## src/sv/assert_macros.svh

```systemverilog
// Assertion macros shared by the LCD timing RTL.
// Unless SYNTH is defined, each macro expands to a concurrent assertion clocked by clk_i and reset by rst_ni.
`ifndef ASSERT_MACROS_SVH
`define ASSERT_MACROS_SVH
`ifndef SYNTH
// Plain property, checked at every rising clock edge outside reset
`define LCDSTAT_ASSERT(lbl, prop) \
  lbl: assert property (@(posedge clk_i) disable iff (!rst_ni) (prop)) \
    else $error("lcd timing check failed");
// Same-cycle implication
`define LCDSTAT_ASSERT_IMP(lbl, ante, cons) \
  lbl: assert property (@(posedge clk_i) disable iff (!rst_ni) (ante) |-> (cons)) \
    else $error("lcd timing implication failed");
`else
`define LCDSTAT_ASSERT(lbl, prop)
`define LCDSTAT_ASSERT_IMP(lbl, ante, cons)
`endif
`endif

```

## src/sv/lcdstat_pkg.sv

```systemverilog
// Package for the LCD line timing / STAT interrupt block.
// Holds mode codes, dot and line timing constants and bit positions; no dependencies.
`default_nettype none

package lcdstat_pkg;

  // Internal mode codes; the low two bits are what STAT shows
  typedef enum logic [2:0] {
    MODE_HBLANK = 3'd0,
    MODE_VBLANK = 3'd1,
    MODE_OAM    = 3'd2,
    MODE_DRAW   = 3'd3,
    MODE_FIRST  = 3'd4
  } mode_e;

  localparam int unsigned DotW  = 9;
  localparam int unsigned LineW = 8;

  // Dot timing within a line
  localparam logic [DotW-1:0] DOT_SNAP       = 9'd4;
  localparam logic [DotW-1:0] DOT_OAM_LATE   = 9'd76;
  localparam logic [DotW-1:0] DOT_OAM_END    = 9'd80;
  localparam logic [DotW-1:0] DOT_LINE_STEP  = 9'd452;
  localparam logic [DotW-1:0] DOT_LINE_END   = 9'd456;

  // Line timing within a frame
  localparam logic [LineW-1:0] LINE_VBLANK   = 8'd144;
  localparam logic [LineW-1:0] LINE_LAST     = 8'd153;

  // Access-block flag bits
  localparam int unsigned BLK_OAM_R  = 0;
  localparam int unsigned BLK_OAM_W  = 1;
  localparam int unsigned BLK_VRAM_R = 2;
  localparam int unsigned BLK_VRAM_W = 3;

  localparam logic [3:0] BLK_NONE   = 4'b0000;
  localparam logic [3:0] BLK_OAM    = 4'b0011;
  localparam logic [3:0] BLK_ALL    = 4'b1111;

  // STAT interrupt select bits
  localparam int unsigned SEL_HBLANK = 0;
  localparam int unsigned SEL_VBLANK = 1;
  localparam int unsigned SEL_OAM    = 2;
  localparam int unsigned SEL_LYC    = 3;

endpackage

`default_nettype wire

```

## src/sv/lcdstat_if.sv

```systemverilog
// Valid/ready channel interfaces for the LCD timing block: one dot word in, one status word out.
// No dependencies.
`default_nettype none

interface lcdstat_in_if;
  logic       valid;
  logic       ready;
  logic       lcd_enable;
  logic [7:0] compare_line;
  logic [3:0] stat_select;
  logic       line_drawn;

  modport source (output valid, lcd_enable, compare_line, stat_select, line_drawn,
                  input ready);
  modport sink   (input valid, lcd_enable, compare_line, stat_select, line_drawn,
                  output ready);
endinterface

interface lcdstat_out_if;
  logic       valid;
  logic       ready;
  logic [1:0] lcd_mode;
  logic [7:0] line;
  logic       coincidence;
  logic       stat_irq;
  logic       vblank_irq;
  logic       oam_rd_lock;
  logic       oam_wr_lock;
  logic       vram_rd_lock;
  logic       vram_wr_lock;

  modport source (output valid, lcd_mode, line, coincidence, stat_irq, vblank_irq,
                  oam_rd_lock, oam_wr_lock, vram_rd_lock, vram_wr_lock,
                  input ready);
  modport sink   (input valid, lcd_mode, line, coincidence, stat_irq, vblank_irq,
                  oam_rd_lock, oam_wr_lock, vram_rd_lock, vram_wr_lock,
                  output ready);
endinterface

`default_nettype wire

```

## src/sv/lcd_line_timing_stat_irq.sv

```systemverilog
// LCD line timing with STAT and VBlank interrupts. Every accepted input word is one
// display dot; while ready, the block takes one word per clock and the status word
// for that dot appears in the output register on the next cycle. The input is ready
// whenever the output register is empty or is being taken in the same cycle, so with
// a sink that is always ready the rate is one dot per cycle, set by the single state
// update between the input port and the output register. A line is 456 dots (OAM scan
// 80, drawing until line_drawn, then HBlank); the line counter steps at dot 452 and
// lines 144 to 153 are VBlank. The first line after enabling the LCD is shortened.
// Depends on lcdstat_pkg, lcdstat_if and assert_macros.svh.
`default_nettype none

`include "assert_macros.svh"

module lcd_line_timing_stat_irq (
  input  wire logic       clk_i,
  input  wire logic       rst_ni,
  lcdstat_in_if.sink      in_i,
  lcdstat_out_if.source   out_o
);
  import lcdstat_pkg::*;

  // Timing state
  logic [DotW-1:0]  dot_q, dot_d;
  mode_e            mode_q, mode_d;
  logic [LineW-1:0] line_q, line_d;
  logic             irq_line_q, irq_line_d;
  logic             vbl_pend_q, vbl_pend_d;
  logic             frame_end_q, frame_end_d;
  logic             active_q, active_d;
  logic             coin_q, coin_d;
  logic [3:0]       blk_q, blk_d;

  // Output register
  logic             out_valid_q;
  logic [1:0]       smode_q, smode_d;
  logic             sirq_q, sirq_d;
  logic             virq_q, virq_d;

  logic             accept;
  logic [2:0]       mode_bits;

  assign in_i.ready = !out_valid_q || out_o.ready;
  assign accept     = in_i.valid && in_i.ready;
  assign mode_bits  = mode_q;

  // Per-dot sequencing
  always_comb begin
    logic c_oam, c_hbl, c_vbl, c_lyc, level;
    dot_d       = dot_q;
    mode_d      = mode_q;
    line_d      = line_q;
    irq_line_d  = irq_line_q;
    vbl_pend_d  = vbl_pend_q;
    frame_end_d = frame_end_q;
    active_d    = active_q;
    coin_d      = coin_q;
    blk_d       = blk_q;
    smode_d     = 2'b00;
    sirq_d      = 1'b0;
    virq_d      = 1'b0;
    c_oam       = 1'b0;
    c_hbl       = 1'b0;
    c_vbl       = 1'b0;
    c_lyc       = 1'b0;
    level       = 1'b0;

    if (!in_i.lcd_enable) begin
      // switch-off clears the counters and drops back to the first-line mode
      if (active_q) begin
        active_d = 1'b0;
        dot_d    = '0;
        line_d   = '0;
        mode_d   = MODE_FIRST;
        blk_d    = BLK_NONE;
      end
    end else if (!active_q) begin
      // switch-on dot: nothing counted yet
      active_d = 1'b1;
    end else begin
      dot_d   = dot_q + 1'b1;
      smode_d = mode_bits[1:0];

      case (mode_q)
        MODE_FIRST: begin
          if (dot_d == DOT_OAM_LATE) begin
            dot_d  = DOT_OAM_END;
            mode_d = MODE_DRAW;
            blk_d  = BLK_ALL;
          end
        end
        MODE_OAM: begin
          if (dot_d == DOT_OAM_LATE) begin
            blk_d[BLK_VRAM_R] = 1'b1;
            blk_d[BLK_OAM_W]  = 1'b0;
          end
          if (dot_d == DOT_OAM_END) begin
            mode_d = MODE_DRAW;
            blk_d  = BLK_ALL;
          end
        end
        MODE_DRAW: begin
          if (in_i.line_drawn) begin
            mode_d = MODE_HBLANK;
            blk_d  = BLK_NONE;
          end
        end
        MODE_HBLANK: begin
          if (dot_d == DOT_LINE_STEP) begin
            line_d           = line_q + 1'b1;
            blk_d[BLK_OAM_R] = 1'b1;
          end
          if (dot_d == DOT_LINE_END) begin
            dot_d = '0;
            if (line_d == LINE_VBLANK) begin
              mode_d     = MODE_VBLANK;
              vbl_pend_d = 1'b1;
              blk_d      = BLK_NONE;
            end else begin
              mode_d = MODE_OAM;
              blk_d  = BLK_OAM;
            end
          end
        end
        MODE_VBLANK: begin
          if (vbl_pend_q) begin
            virq_d     = 1'b1;
            vbl_pend_d = 1'b0;
          end
          // last line snaps back to 0 early in the line
          if (line_q == LINE_LAST && dot_d == DOT_SNAP) begin
            line_d      = '0;
            frame_end_d = 1'b1;
          end
          if (dot_d == DOT_LINE_STEP && !frame_end_d) begin
            line_d = line_d + 1'b1;
          end
          if (dot_d == DOT_LINE_END) begin
            dot_d = '0;
            if (frame_end_d) begin
              frame_end_d = 1'b0;
              mode_d      = MODE_OAM;
              blk_d       = BLK_OAM;
            end
          end
        end
        default: ;
      endcase

      // STAT line and its rising edge
      c_oam = (mode_bits[1:0] == 2'(MODE_OAM)) && in_i.stat_select[SEL_OAM];
      c_hbl = (mode_bits[1:0] == 2'(MODE_HBLANK)) && in_i.stat_select[SEL_HBLANK];
      c_vbl = (mode_bits[1:0] == 2'(MODE_VBLANK)) &&
              (in_i.stat_select[SEL_VBLANK] ||
               (in_i.stat_select[SEL_OAM] && line_d == LINE_VBLANK));
      c_lyc = (line_d == in_i.compare_line) && in_i.stat_select[SEL_LYC];
      level      = c_oam || c_hbl || c_vbl || c_lyc;
      sirq_d     = level && !irq_line_q;
      irq_line_d = level;

      coin_d = (dot_d >= DOT_LINE_STEP) ? 1'b0 : (line_d == in_i.compare_line);
    end
  end

  // State registers
  always_ff @(posedge clk_i or negedge rst_ni) begin
    if (!rst_ni) begin
      dot_q       <= '0;
      mode_q      <= MODE_FIRST;
      line_q      <= '0;
      irq_line_q  <= 1'b0;
      vbl_pend_q  <= 1'b0;
      frame_end_q <= 1'b0;
      active_q    <= 1'b0;
      coin_q      <= 1'b0;
      blk_q       <= BLK_NONE;
    end else if (accept) begin
      dot_q       <= dot_d;
      mode_q      <= mode_d;
      line_q      <= line_d;
      irq_line_q  <= irq_line_d;
      vbl_pend_q  <= vbl_pend_d;
      frame_end_q <= frame_end_d;
      active_q    <= active_d;
      coin_q      <= coin_d;
      blk_q       <= blk_d;
    end
  end

  // Output word valid
  always_ff @(posedge clk_i or negedge rst_ni) begin
    if (!rst_ni) begin
      out_valid_q <= 1'b0;
    end else if (in_i.ready) begin
      out_valid_q <= in_i.valid;
    end
  end

  // Output word payload; line, flags and blocks come from the updated state
  always_ff @(posedge clk_i) begin
    if (accept) begin
      smode_q <= smode_d;
      sirq_q  <= sirq_d;
      virq_q  <= virq_d;
    end
  end

  assign out_o.valid        = out_valid_q;
  assign out_o.lcd_mode     = smode_q;
  assign out_o.line         = line_q;
  assign out_o.coincidence  = coin_q;
  assign out_o.stat_irq     = sirq_q;
  assign out_o.vblank_irq   = virq_q;
  assign out_o.oam_rd_lock  = blk_q[BLK_OAM_R];
  assign out_o.oam_wr_lock  = blk_q[BLK_OAM_W];
  assign out_o.vram_rd_lock = blk_q[BLK_VRAM_R];
  assign out_o.vram_wr_lock = blk_q[BLK_VRAM_W];

  // Checks
  `LCDSTAT_ASSERT_IMP(a_vram_wr_blk_all, blk_q[BLK_VRAM_W], blk_q == BLK_ALL)
  `LCDSTAT_ASSERT_IMP(a_coin_before_step, coin_q, dot_q < DOT_LINE_STEP)
  `LCDSTAT_ASSERT_IMP(a_off_counters_clear, !active_q, dot_q == '0 && line_q == '0)
  `LCDSTAT_ASSERT(a_vbl_irq_in_vblank,
                  !(out_valid_q && virq_q) || smode_q == 2'(MODE_VBLANK))

endmodule

`default_nettype wire

```

## src/flat_wrapper.sv

```systemverilog
// flat-port wrapper written by rule: the top's interface ports become plain ports
module lcd_line_timing_stat_irq_flat import lcdstat_pkg::*;
  (clk_i, rst_ni, in_i_valid, in_i_lcd_enable, in_i_compare_line, in_i_stat_select, in_i_line_drawn, in_i_ready, out_o_valid, out_o_lcd_mode, out_o_line, out_o_coincidence, out_o_stat_irq, out_o_vblank_irq, out_o_oam_rd_lock, out_o_oam_wr_lock, out_o_vram_rd_lock, out_o_vram_wr_lock, out_o_ready);
  lcdstat_in_if in_i_i ();
  lcdstat_out_if out_o_i ();
  input  wire logic clk_i;
  input  wire logic rst_ni;
  input wire logic [$bits(in_i_i.valid)-1:0] in_i_valid;
  input wire logic [$bits(in_i_i.lcd_enable)-1:0] in_i_lcd_enable;
  input wire logic [$bits(in_i_i.compare_line)-1:0] in_i_compare_line;
  input wire logic [$bits(in_i_i.stat_select)-1:0] in_i_stat_select;
  input wire logic [$bits(in_i_i.line_drawn)-1:0] in_i_line_drawn;
  output wire logic [$bits(in_i_i.ready)-1:0] in_i_ready;
  output wire logic [$bits(out_o_i.valid)-1:0] out_o_valid;
  output wire logic [$bits(out_o_i.lcd_mode)-1:0] out_o_lcd_mode;
  output wire logic [$bits(out_o_i.line)-1:0] out_o_line;
  output wire logic [$bits(out_o_i.coincidence)-1:0] out_o_coincidence;
  output wire logic [$bits(out_o_i.stat_irq)-1:0] out_o_stat_irq;
  output wire logic [$bits(out_o_i.vblank_irq)-1:0] out_o_vblank_irq;
  output wire logic [$bits(out_o_i.oam_rd_lock)-1:0] out_o_oam_rd_lock;
  output wire logic [$bits(out_o_i.oam_wr_lock)-1:0] out_o_oam_wr_lock;
  output wire logic [$bits(out_o_i.vram_rd_lock)-1:0] out_o_vram_rd_lock;
  output wire logic [$bits(out_o_i.vram_wr_lock)-1:0] out_o_vram_wr_lock;
  input wire logic [$bits(out_o_i.ready)-1:0] out_o_ready;
  assign in_i_i.valid = in_i_valid;
  assign in_i_i.lcd_enable = in_i_lcd_enable;
  assign in_i_i.compare_line = in_i_compare_line;
  assign in_i_i.stat_select = in_i_stat_select;
  assign in_i_i.line_drawn = in_i_line_drawn;
  assign in_i_ready = in_i_i.ready;
  assign out_o_valid = out_o_i.valid;
  assign out_o_lcd_mode = out_o_i.lcd_mode;
  assign out_o_line = out_o_i.line;
  assign out_o_coincidence = out_o_i.coincidence;
  assign out_o_stat_irq = out_o_i.stat_irq;
  assign out_o_vblank_irq = out_o_i.vblank_irq;
  assign out_o_oam_rd_lock = out_o_i.oam_rd_lock;
  assign out_o_oam_wr_lock = out_o_i.oam_wr_lock;
  assign out_o_vram_rd_lock = out_o_i.vram_rd_lock;
  assign out_o_vram_wr_lock = out_o_i.vram_wr_lock;
  assign out_o_i.ready = out_o_ready;
  lcd_line_timing_stat_irq u_core (.clk_i(clk_i), .rst_ni(rst_ni), .in_i(in_i_i), .out_o(out_o_i));
endmodule
```

## config.mk

```make
export PLATFORM = sky130hd
export DESIGN_NAME = lcd_line_timing_stat_irq_flat
export DESIGN_NICKNAME = d
export VERILOG_FILES = /design/src/sv/lcdstat_pkg.sv /design/src/sv/lcdstat_if.sv /design/src/sv/lcd_line_timing_stat_irq.sv /design/src/flat_wrapper.sv
export VERILOG_INCLUDE_DIRS = /design/src /design/src/sv
export SDC_FILE = /design/constraint.sdc
export NUM_CORES = 1
export LEC_CHECK = 0
export BUFFER_PORTS_ARGS = -buffer_cell sky130_fd_sc_hd__buf_4
export CAP_MARGIN = 20
export CORE_UTILIZATION = 55
export CTS_BUF_LIST = sky130_fd_sc_hd__clkbuf_8
export DETAILED_ROUTE_END_ITERATION = 7
export HOLD_SLACK_MARGIN = 0.12
export PLACE_DENSITY = 0.75
export REMOVE_ABC_BUFFERS = 1
export SYNTH_ARGS = -nofsm -noshare
export SYNTH_HDL_FRONTEND = slang
export SYNTH_SLANG_ARGS = --single-unit
```

## constraint.sdc

```tcl
create_clock -name clk_i -period 4.04 [get_ports clk_i]
set_clock_uncertainty 0.2 [all_clocks]
set_input_delay 0.606 -clock clk_i [delete_from_list [all_inputs] [get_ports clk_i]]
set_output_delay 0.606 -clock clk_i [all_outputs]
set_load 0.02 [all_outputs]
```

==> results.sh <==
export IMPL_start_util_pct=57.9
export IMPL_syn_instance_count=426
export IMPL_dr_pass1_iters=5
export IMPL_hold_class="reg -> reg"
export IMPL_worstMarginPinSlew_ps=912
export IMPL_crit_arrival_ps=3750
export IMPL_final_core_util_pct=70.2
export IMPL_die_w_um=78.8
export IMPL_cp_max_fo=10
export IMPL_start_kind="register"
export IMPL_grt_max_degree=31
export IMPL_vias_per_cell=6.89
export IMPL_yosys_area_top_type="dfrtp_1"
export IMPL_dpl_cell_area_mm2=0.00373
export IMPL_rows=27
export IMPL_peakVddDrop_mv=0.298
export IMPL_relSlewSlack_pct=38.5
export IMPL_leakagePower_nw=1.63
export IMPL_min_period_over_period_pct=94.7
export IMPL_synth_edf_count=4
export IMPL_fin_cells=552
export IMPL_power_density_mw_per_mm2=387
export IMPL_yosysWarningCount=0
export IMPL_drv_cap=0
export IMPL_yosysMostFrequentCell="nand2_1"
export IMPL_finalInstanceArea_mm2=0.00394
export IMPL_drive_above_1_share_pct=20.4
export IMPL_timing_final_ws_setup_ps=212
export IMPL_path_clk_slew_ps=80
export IMPL_nNetsFinal=502
export IMPL_wl_per_cell_um=20.2
export IMPL_crit_path_end_kind="register"
export IMPL_yosysSeqAreaShare_pct=26.9
export IMPL_grt_usage_pct=36.9
export IMPL_tns_ps=0
export IMPL_synth_seq_cells=34
export IMPL_wirelength_um=11100
export IMPL_cts_tree="yes"
export IMPL_numCtsBuffers=5
export IMPL_synth_common_cells="nand2_1 (41), nor2_1 (36), o21ai_0 (30)"
export IMPL_drv_slew=0
export IMPL_fmax_mhz=261
export IMPL_num_vias=3805
export IMPL_coreArea_mm2=0.00561
export IMPL_port_buffers=36
export IMPL_routabilityCongestion=1.03
export IMPL_clk_insertion_delay_late_ps=290
export IMPL_synthFlopType="dfrtp_1"
export IMPL_worstPathRequired_ps=3960
export IMPL_cts_sinks=34
export IMPL_dp_cells=539
export IMPL_ioPinCount=37
export IMPL_cts_htree_levels=2
export IMPL_yosys_top_cells_area="dfrtp_1 (22%), nand2_1 (4.7%), o21ai_0 (4.6%)"
export IMPL_drc_errors=0
export IMPL_synth_area_mm2=0.00324
export IMPL_clk_path_buf_depth=2
export IMPL_min_period_ps=3830
export IMPL_synth_top_area_share_pct=22.4
export IMPL_hold_viol_final=0
export IMPL_outcome="finished clean"
export IMPL_grt_overflow=0
export IMPL_grt_pass1_wl_um=17600
export IMPL_areaGrowthSynthToFinish_pct=21.4
export IMPL_synth_cell_type_count=78
export IMPL_antenna_found_initial=0
export IMPL_rsz0062_at_grt="false"
export IMPL_first_global_vias=3691
export IMPL_die_area_mm2=0.00621
export IMPL_root_buffer="clkbuf_8"
export IMPL_setup_violations=0
export IMPL_dpl_hpwl_um=8270
export IMPL_postRouteAntennaNets=0
export IMPL_drtIter0Drc=405
export IMPL_pre_cts_slack_ps=-27.9
export IMPL_critPathKind="reg -> reg"
export IMPL_synth_async_reset_ratio_pct=88.2
export IMPL_antennaDiodeCount=0
export IMPL_die_y_um=78.8
export IMPL_avgSynthCellArea_um2=7.62
-- final cells by class --
class	count	area, um^2
Tap cell	72	90.1
Fill cell	470	1670
Inverter	15	56.3
Timing Repair Buffer	74	571
Clock inverter	3	68.8
Multi-Input combinational cell	349	2210
Clock buffer	5	68.8
Sequential cell	34	875
-- cells in the final DEF (no fill, tap or decap), types with 7 or more instances in the layout --
| cell type | synthesis | final |
|---|---|---|
| nor2_1 | 36 | 36 |
| dfrtp_1 | 29 | 27 |
| a31oi_1 | 15 | 15 |
| xor2_1 | 8 | 8 |
| o21ai_1 | 7 | 7 |
| nor3_1 | 19 | 19 |
| nand3_1 | 25 | 25 |
| nand2b_1 | 10 | 10 |
| inv_1 | 14 | 14 |
| and2_1 | 7 | 7 |
| o21ai_0 | 30 | 30 |
| buf_4 | 2 | 72 |
| nand2_1 | 41 | 41 |
| a21oi_1 | 13 | 13 |
| nand4_1 | 12 | 12 |
-- power by group --
| group | internal, W | switching, W | leakage [nW] |
|---|---|---|---|
| Sequential | 0.000404 | 0.0000843 | 0.434 |
| Combinational | 0.000244 | 0.000404 | 1.13 |
| Clock | 0.000247 | 0.000139 | 0.0683 |
| Total | 0.000895 | 0.000627 | 1.63 |
-- worst max-delay path, stage by stage (launching register included) --
cell and delay [ps]:
dfrtp_1 510, nand4_2 220, or3_1 420, a222oi_1 410, buf_4 260, a311o_1 210, o2111ai_1 120, or4b_1 540
nor4_2 360, nand4_1 170, a211oi_1 250
-- through the flow --
step / total power (W) / hold WS [ps]
3_3_place_gp: 0.00111 / 264
5_1_grt: 0.00161 / 316
4_1_cts: 0.00150 / 287
2_1_floorplan: 0.000860 / 110
3_5_place_dp: 0.00112 / 269
6_report: 0.00152 / 283
-- worst paths after layout --
path / cells after the start / start / end / slack [ps]
worst max-delay path: 10 / u_core.dot_q[5] / u_core.out_o.stat_irq / 210
worst min-delay path: 1 / u_core.blk_q[1] / u_core.blk_q[1] / 280
worst max register to register: 10 / u_core.dot_q[5] / u_core.out_o.stat_irq / 210
worst min register to register: 1 / u_core.blk_q[1] / u_core.blk_q[1] / 280
max in group asynchronous: 2 / rst_ni / u_core.mode_bits[2] / 2740
min in group asynchronous: 2 / rst_ni / u_core.dot_q[7] / 580
-- layer usage --
layer | vias to the layer above | global-route usage [%] | wire length (um)
li1 | 1724 | - | -
met1 | 1752 | 44.6 | 4350
met2 | 265 | 60.3 | 5160
met3 | 64 | 4.71 | 932
met4 | 0 | 26.1 | 688
met5 | - | 0 | 0
-- what timing repair did --
item                                   CTS  global route
pin swaps                                0             1
gates resized for setup                  1             4
setup endpoints to repair                1             3
buffers inserted                         0             4
endpoints found under the hold margin   29             0
hold buffers                             1             0
-- state kept, by name, indices dropped and copies added (netlist names) --
name and count:
u_core.out_o.coincidence 1, u_core.irq_line_q 1, u_core.blk_q 4, u_core.out_o.valid 1
u_core.frame_end_q 1, u_core.out_o.stat_irq 1, u_core.out_o.vblank_irq 1, u_core.dot_q 9
u_core.active_q 1, u_core.out_o.lcd_mode 2, u_core.mode_bits 3, u_core.vbl_pend_q 1
u_core.out_o.line 8
-- cell families after synthesis --
family	count (synthesis)	share of synthesized area, %
xor gates and xnor gates	15	4.74
DFF	34	26.9
AOI/OAI and AO/OA	128	27.1
buffers and inverters	43	5.63
muxes	3	0.926
adders and majority gates	5	1.93
and+or+nand+nor	198	32.8
No activity file was read; power rests on OpenSTA's default activity.
